$ cat src/rtl/cssm_pkg.sv
`default_nettype none
package cssm_pkg;

  typedef enum logic [1:0] {
    MODE_NORMAL  = 2'd0,
    MODE_STRING  = 2'd1,
    MODE_COMMENT = 2'd2
  } mode_t;

  // One accepted input byte, after classification: up to two output bytes.
  typedef struct packed {
    logic [7:0] byte0;
    logic [7:0] byte1;
    logic       two;      // byte1 follows byte0
    logic       present;  // byte0 is real; clear for a bare end marker
    logic       done;     // last input byte of the text
  } entry_t;

  localparam logic [7:0] CH_LBRACE    = 8'h7b;
  localparam logic [7:0] CH_RBRACE    = 8'h7d;
  localparam logic [7:0] CH_COLON     = 8'h3a;
  localparam logic [7:0] CH_SEMI      = 8'h3b;
  localparam logic [7:0] CH_COMMA     = 8'h2c;
  localparam logic [7:0] CH_GT        = 8'h3e;
  localparam logic [7:0] CH_SLASH     = 8'h2f;
  localparam logic [7:0] CH_STAR      = 8'h2a;
  localparam logic [7:0] CH_SQUOTE    = 8'h27;
  localparam logic [7:0] CH_DQUOTE    = 8'h22;
  localparam logic [7:0] CH_BACKSLASH = 8'h5c;
  localparam logic [7:0] CH_TAB       = 8'h09;
  localparam logic [7:0] CH_LF        = 8'h0a;
  localparam logic [7:0] CH_CR        = 8'h0d;
  localparam logic [7:0] CH_SPACE     = 8'h20;

  function automatic logic is_structural(input logic [7:0] c);
    return c inside {CH_LBRACE, CH_RBRACE, CH_COLON, CH_SEMI, CH_COMMA, CH_GT};
  endfunction

  function automatic logic is_blank(input logic [7:0] c);
    return c inside {CH_SPACE, CH_TAB, CH_LF, CH_CR};
  endfunction

endpackage
`default_nettype wire

$ cat src/rtl/css_whitespace_comment_stripper.sv
// CSS minifier: strips block comments and collapses whitespace.
// Input channel: text_valid/text_ready with text_byte and final_byte; final_byte
// marks the last byte of one stylesheet text.
// Output channel: result_valid/result_ready with out_byte, byte_present and
// text_done. byte_present low means a bare end marker (out_byte is 0);
// text_done is high on the last result caused by the final byte.
// Throughput: one input byte per cycle while the queue has room. Each byte
// yields zero, one or two results; the output side sends one per cycle while
// result_ready is high, so a byte with two results takes two output transfers.
// An accepted byte's results are written into the queue and offered from its
// head; result_valid is high whenever the queue is not empty.
// A QUEUE_DEPTH-entry queue between the scanner and the output serializer
// absorbs output stalls; text_ready drops only when the queue is full.
// Reset empties the queue and returns the scanner to normal mode. Scanner
// state also returns to reset after every final byte.
`default_nettype none
module css_whitespace_comment_stripper
  import cssm_pkg::*;
#(
  parameter int QUEUE_DEPTH = 4
) (
  input  wire logic       clk,
  input  wire logic       rst,
  input  wire logic       text_valid,
  output logic            text_ready,
  input  wire logic [7:0] text_byte,
  input  wire logic       final_byte,
  output logic            result_valid,
  input  wire logic       result_ready,
  output logic [7:0]      out_byte,
  output logic            byte_present,
  output logic            text_done
);

  logic   q_full, q_not_empty, push, pop;
  entry_t push_entry, head;

  cssm_front u_front (
    .clk, .rst, .text_valid, .text_ready, .text_byte, .final_byte,
    .q_full, .push, .push_entry
  );

  cssm_fifo #(.DEPTH(QUEUE_DEPTH)) u_fifo (
    .clk, .rst, .push, .push_entry, .pop,
    .full(q_full), .not_empty(q_not_empty), .head
  );

  cssm_back u_back (
    .clk, .rst, .not_empty(q_not_empty), .head, .pop,
    .result_valid, .result_ready, .out_byte, .byte_present, .text_done
  );

endmodule
`default_nettype wire

$ cat src/rtl/cssm_front.sv
`default_nettype none
module cssm_front
  import cssm_pkg::*;
(
  input  wire logic       clk,
  input  wire logic       rst,
  input  wire logic       text_valid,
  output logic            text_ready,
  input  wire logic [7:0] text_byte,
  input  wire logic       final_byte,
  input  wire logic       q_full,
  output logic            push,
  output entry_t          push_entry
);

  mode_t mode, mode_next;
  logic  quote_is_double, quote_is_double_next;
  logic  prior_was_backslash, prior_was_backslash_next;
  logic  star_seen, star_seen_next;
  logic  slash_held, slash_held_next;
  logic  space_pending, space_pending_next;
  logic  anything_emitted, anything_emitted_next;
  logic  last_structural, last_structural_next;

  logic       accept;
  logic [1:0] cnt;
  logic [7:0] b0, b1;
  logic [7:0] quote_ch;
  logic       do_plain;

  assign text_ready = !q_full;
  assign accept     = text_valid && text_ready;

  // Emission order: slot 0, then slot 1; a third byte is dropped but still
  // updates the emitted-byte history.
  always_comb begin
    mode_next                = mode;
    quote_is_double_next     = quote_is_double;
    prior_was_backslash_next = prior_was_backslash;
    star_seen_next           = star_seen;
    slash_held_next          = slash_held;
    space_pending_next       = space_pending;
    anything_emitted_next    = anything_emitted;
    last_structural_next     = last_structural;
    cnt      = 2'd0;
    b0       = 8'h00;
    b1       = 8'h00;
    do_plain = 1'b0;
    quote_ch = quote_is_double ? CH_DQUOTE : CH_SQUOTE;

    case (mode)
      MODE_STRING: begin
        b0 = text_byte;
        cnt = 2'd1;
        anything_emitted_next = 1'b1;
        last_structural_next  = is_structural(text_byte);
        if (text_byte == quote_ch && !prior_was_backslash) begin
          mode_next = MODE_NORMAL;
          prior_was_backslash_next = 1'b0;
        end else begin
          prior_was_backslash_next = (text_byte == CH_BACKSLASH);
        end
      end
      MODE_COMMENT: begin
        if (star_seen && text_byte == CH_SLASH) begin
          mode_next = MODE_NORMAL;
          star_seen_next = 1'b0;
        end else begin
          star_seen_next = (text_byte == CH_STAR);
        end
      end
      default: begin
        do_plain = 1'b1;
        if (slash_held) begin
          slash_held_next = 1'b0;
          if (text_byte == CH_STAR) begin
            mode_next      = MODE_COMMENT;
            star_seen_next = 1'b0;
            do_plain       = 1'b0;
          end else begin
            b0  = CH_SLASH;
            cnt = 2'd1;
            anything_emitted_next = 1'b1;
            last_structural_next  = 1'b0;
          end
        end
      end
    endcase

    if (do_plain) begin
      if (is_blank(text_byte)) begin
        if (anything_emitted_next) space_pending_next = 1'b1;
      end else begin
        if (space_pending_next) begin
          space_pending_next = 1'b0;
          if (!last_structural_next && !is_structural(text_byte)) begin
            if (cnt == 2'd0) b0 = CH_SPACE;
            else if (cnt == 2'd1) b1 = CH_SPACE;
            if (cnt != 2'd2) cnt = cnt + 2'd1;
            anything_emitted_next = 1'b1;
            last_structural_next  = 1'b0;
          end
        end
        if (text_byte == CH_SLASH) begin
          slash_held_next = 1'b1;
        end else begin
          if (text_byte == CH_SQUOTE || text_byte == CH_DQUOTE) begin
            mode_next                = MODE_STRING;
            quote_is_double_next     = (text_byte == CH_DQUOTE);
            prior_was_backslash_next = 1'b0;
          end
          if (cnt == 2'd0) b0 = text_byte;
          else if (cnt == 2'd1) b1 = text_byte;
          if (cnt != 2'd2) cnt = cnt + 2'd1;
          anything_emitted_next = 1'b1;
          last_structural_next  = is_structural(text_byte);
        end
      end
    end

    // held slash flushes at end of text
    if (final_byte && slash_held_next) begin
      if (cnt == 2'd0) b0 = CH_SLASH;
      else if (cnt == 2'd1) b1 = CH_SLASH;
      if (cnt != 2'd2) cnt = cnt + 2'd1;
    end

    if (final_byte) begin
      mode_next                = MODE_NORMAL;
      quote_is_double_next     = 1'b0;
      prior_was_backslash_next = 1'b0;
      star_seen_next           = 1'b0;
      slash_held_next          = 1'b0;
      space_pending_next       = 1'b0;
      anything_emitted_next    = 1'b0;
      last_structural_next     = 1'b0;
    end
  end

  assign push               = accept && (cnt != 2'd0 || final_byte);
  assign push_entry.byte0   = b0;
  assign push_entry.byte1   = b1;
  assign push_entry.two     = (cnt == 2'd2);
  assign push_entry.present = (cnt != 2'd0);
  assign push_entry.done    = final_byte;

  always_ff @(posedge clk) begin
    if (rst) begin
      mode                <= MODE_NORMAL;
      quote_is_double     <= 1'b0;
      prior_was_backslash <= 1'b0;
      star_seen           <= 1'b0;
      slash_held          <= 1'b0;
      space_pending       <= 1'b0;
      anything_emitted    <= 1'b0;
      last_structural     <= 1'b0;
    end else if (accept) begin
      mode                <= mode_next;
      quote_is_double     <= quote_is_double_next;
      prior_was_backslash <= prior_was_backslash_next;
      star_seen           <= star_seen_next;
      slash_held          <= slash_held_next;
      space_pending       <= space_pending_next;
      anything_emitted    <= anything_emitted_next;
      last_structural     <= last_structural_next;
    end
  end

endmodule
`default_nettype wire

$ cat src/rtl/cssm_fifo.sv
`default_nettype none
module cssm_fifo
  import cssm_pkg::*;
#(
  parameter int DEPTH = 4
) (
  input  wire logic   clk,
  input  wire logic   rst,
  input  wire logic   push,
  input  wire entry_t push_entry,
  input  wire logic   pop,
  output logic        full,
  output logic        not_empty,
  output entry_t      head
);

  localparam int PTR_W = (DEPTH > 1) ? $clog2(DEPTH) : 1;
  localparam int CNT_W = $clog2(DEPTH + 1);

  entry_t             mem [DEPTH];
  logic [PTR_W-1:0]   wptr, rptr;
  logic [CNT_W-1:0]   count;

  assign full      = (count == CNT_W'(DEPTH));
  assign not_empty = (count != '0);
  assign head      = mem[rptr];

  always_ff @(posedge clk) begin
    if (push) mem[wptr] <= push_entry;
  end

  always_ff @(posedge clk) begin
    if (rst) begin
      wptr  <= '0;
      rptr  <= '0;
      count <= '0;
    end else begin
      if (push) wptr <= (wptr == PTR_W'(DEPTH - 1)) ? '0 : wptr + PTR_W'(1);
      if (pop)  rptr <= (rptr == PTR_W'(DEPTH - 1)) ? '0 : rptr + PTR_W'(1);
      if (push && !pop)      count <= count + CNT_W'(1);
      else if (pop && !push) count <= count - CNT_W'(1);
    end
  end

endmodule
`default_nettype wire

$ cat src/rtl/cssm_back.sv
`default_nettype none
module cssm_back
  import cssm_pkg::*;
(
  input  wire logic   clk,
  input  wire logic   rst,
  input  wire logic   not_empty,
  input  wire entry_t head,
  output logic        pop,
  output logic        result_valid,
  input  wire logic   result_ready,
  output logic [7:0]  out_byte,
  output logic        byte_present,
  output logic        text_done
);

  logic second;   // head entry's first byte already delivered
  logic last_part;
  logic xfer;

  assign last_part    = second || !head.two;
  assign result_valid = not_empty;
  assign xfer         = result_valid && result_ready;
  assign pop          = xfer && last_part;
  assign out_byte     = second ? head.byte1 : head.byte0;
  assign byte_present = second || head.present;
  assign text_done    = head.done && last_part;

  always_ff @(posedge clk) begin
    if (rst) begin
      second <= 1'b0;
    end else if (xfer) begin
      second <= !last_part;
    end
  end

endmodule
`default_nettype wire

$ cat config.mk
export PLATFORM = sky130hd
export DESIGN_NAME = css_whitespace_comment_stripper
export DESIGN_NICKNAME = d
export VERILOG_FILES = /design/src/rtl/cssm_pkg.sv /design/src/rtl/css_whitespace_comment_stripper.sv /design/src/rtl/cssm_front.sv /design/src/rtl/cssm_fifo.sv /design/src/rtl/cssm_back.sv
export SDC_FILE = /design/constraint.sdc
export NUM_CORES = 1
export LEC_CHECK = 0
export BUFFER_PORTS_ARGS = -buffer_cell sky130_fd_sc_hd__buf_2
export CELL_PAD_IN_SITES_DETAIL_PLACEMENT = 1
export CELL_PAD_IN_SITES_GLOBAL_PLACEMENT = 1
export CORE_MARGIN = 10
export CORE_UTILIZATION = 48
export CTS_BUF_LIST = sky130_fd_sc_hd__clkbuf_2 sky130_fd_sc_hd__clkbuf_4 sky130_fd_sc_hd__clkbuf_8
export DETAILED_ROUTE_END_ITERATION = 10
export PLACE_DENSITY_LB_ADDON = 0.15
export SKIP_CTS_REPAIR_TIMING = 1
export SLEW_MARGIN = 5
export SYNTH_ARGS = -nofsm -noshare
export SYNTH_HDL_FRONTEND = slang
export SYNTH_SLANG_ARGS = --single-unit
$ cat constraint.sdc
create_clock -name clk -period 3.8 [get_ports clk]
set_clock_uncertainty 0.05 [all_clocks]
set_input_delay 0.38 -clock clk [delete_from_list [all_inputs] [get_ports clk]]
set_output_delay 0.38 -clock clk [all_outputs]
set_load 0.05 [all_outputs]
==> results.txt <==
Psw = 951.8 µW
Gate power share = 29.7%
Internal Dissipation = 1806 µW
Die width = 118.5 µm
Hold Slack = 0.3574 ns
Clock Tree Buf Depth = 2
Async set-reset flop share out of synthesis = 0%
Drt drc = 0
YS warnings = 0
Worst-path fanout max = 5
Layout area overhead = 13.67%
Cell count after synthesis = 348
Maxcap violations = 0
WL final = 11230 µm
Avg Cell Area, Syn = 13.39 µm²
Outcome = finished clean
Max Clk Rate = 277.7 MHz
Largest net degree at the start of global routing = 20
Worst Max-Slew Pin Slew = 0.7003 ns
Worst vdd ir = 193.1 µV
CTS tree = yes
Total CTS buffers = 9
Most frequent cells in the layout = edfxtp_1 (76), buf_4 (25), buf_2 (24)
Rows = 35
Top Ports = 25
Tmin final = 3.601 ns
Yosys top cell by area = edfxtp_1
Final period util = 94.76%
Gr ovfl total = 0
Global-route usage over all layers = 15.56%
Synth unique cells = 61
Detail Placement HPWL = 7716 µm
Insertion delay to the later sink of the worst-skew pair = 0.36 ns
RePlAce Congestion = 0.9164
CP required = 4.05 ns
Clock sinks = 95
Critical path class = flip-flop to flip-flop
Die Y = 118.5 µm
Sequential power share = 47.3%
Ant diodes = 0
Placed cell area = 5045 µm²
Max-slew violation count = 0
Worst hold path class = input pin to flip-flop
Sequential element share of the synthesized area = 57.14%
NumNets Final = 414
Combined area of the multi-input logic cells = 1936 µm²
Core area = 9328 µm²
Critical Path AT = 3.85 ns
FF/Latch Area = 2664 µm²
Initial Utilization = 49.95%
Leak Pwr = 0.001857 µW
Root buffer cell = clkbuf_8
RSZ-0062 raised after global routing = false
Synth Flop Type = edfxtp_1
Initial antenna violation count = 0
Die Footprint = 14050 µm²
Clock power share = 23.0%
Post-synthesis register bit count = 95
Mapped Nets = 373
Switching part of the total = 34.51%
Slew margin rel. = 52.72%
Area share of the largest cell type after synthesis = 48.98%
Initial DRC Count = 198
PwrDens = 520.7 nW/µm²
Dpl ws = -0.06229 ns
Via density = 5.855
CP endpoint kind = flip-flop
Port-buffer cells = 24
Slack of the critical path = 0.1992 ns
DR WL/cell = 21.48 µm
Drt pass-1 iters = 4
Commonest non-fill, non-tap cell in the layout = edfxtp_1
Number of synthesized flops with an enable pin = 76
First-pass GRT wire length = 17440 µm
Top cells by area, synth = edfxtp_1 (49%), mux4_2 (9.2%), dfxtp_1 (8.2%)
Fill cells = 962
Number of global-route vias before repair = 3264
Final hold violation count = 0
Vias = 3062
Final setup viols = 0
Clock transition at path regs = 0.10 ns
Synth Cell Area = 4659 µm²
Startpoint types = flip-flop
Post-detailed-route count of antenna-violating nets = 0
Share of cells above drive strength 1 = 28.43%
Post-layout instance area = 5296 µm²
H-tree Lvls = 3
## power by group through the flow
stage / Combinational (µW) / Sequential (µW) / Clock [µW]
detailed placement: 820 / 1330 / 0
floorplan: 632 / 1300 / 0
CTS: 824 / 1300 / 655
global placement: 797 / 1310 / 0
global route: 886 / 1310 / 692
finish: 820 / 1300 / 635
## worst paths after layout
path	startpoint	end	slack, ns	cells after the start
setup reg to reg	u_front.mode[0]$_SDFFE_PP0P_	u_fifo.count[2]$_SDFFE_PP0P_	0.20	17
hold / removal	final_byte	u_fifo.mem[0][0]$_DFFE_PP_	0.36	1
hold reg to reg	u_front.last_structural$_SDFFE_PP0P_	u_front.last_structural$_SDFFE_PP0P_	0.44	2
setup / recovery	u_front.mode[0]$_SDFFE_PP0P_	u_fifo.count[2]$_SDFFE_PP0P_	0.20	17
## sequential cells by signal, summed over array words and instances, names as in the netlist, named ones only
signal,count
u_fifo.mem,76
u_fifo.count,3
u_fifo.wptr,2
u_front.anything_emitted,1
u_front.star_seen,1
u_fifo.rptr,2
u_front.mode,2
u_front.space_pending,1
u_front.last_structural,1
u_back.second,1
u_front.quote_is_double,1
u_front.slash_held,1
u_front.prior_was_backslash,1
## cell families after synthesis
kind of cell,share of synthesized area [%]
AND/OR/NAND/NOR,13.72
flip-flops,57.14
AO/OA/AOI/OAI,9.667
multiplexers,12.51
buffers and inverters,2.820
adder cells (fa/ha/maj),3.383
XOR/XNOR,0.7520
## per-layer routing
metal	vias to the layer above	GRT usage [%]	routed length, µm
met5	-	0	0
met4	0	5.802	167
met3	14	2.380	308
met2	56	26.87	5721
met1	1581	19.20	5036
li1	1411	-	-
## cells in the mapped netlist (2+ instances only)
library cell  instances
a211oi_1              2
a21o_1                9
a21oi_1              20
a221oi_1              2
a31oi_1               3
and2_1               10
and4_1                2
buf_2                 6
clkbuf_1             10
dfxtp_1              19
edfxtp_1             76
ha_1                 11
inv_1                11
mux2_2                8
mux2i_1               5
mux4_2               19
nand2_1              20
nand2b_1              8
nand3_1               6
nand3b_1              5
nor2_1               18
nor2b_1               7
nor3_1                6
nor3b_1               4
nor4_1                4
o21a_1                2
o21ai_0              11
or2_2                 2
or3_1                 7
or4bb_1               2
xnor2_1               2
xor2_1                2
## layout make-up
class,count,area share (%)
inverter,11,0.7796
tap,129,3.047
timing repair buffer,49,5.811
multi-input combinational,223,36.55
clock inverter,7,1.181
clock buffer,9,2.339
sequential,95,50.30
## critical path: stages (launching register included)
cell and delay, ns:
dfxtp_2 0.35, inv_1 0.07, ha_4 0.28, nand2_1 0.10, a21o_4 0.24, a221oi_4 0.28, ha_4 0.26, nand3_1 0.09
a21oi_1 0.07, a21oi_2 0.13, or3_1 0.14, o311a_4 0.19, ha_2 0.20, inv_1 0.07, fa_2 0.39, xor2_1 0.17
or3_1 0.32, a21oi_2 0.15
## through the flow
step	util, %	std cells	TNS, ns	total power (µW)
after floorplan	-	348	0	1928
after global placement	54.08	507	0	2112
after detailed placement	54.08	507	-0.06229	2148
after CTS	56.08	523	-0.02861	2782
after global routing	56.78	523	0	2892
final	56.78	523	0	2758
Note: power is estimated with default switching activity, not from simulation.
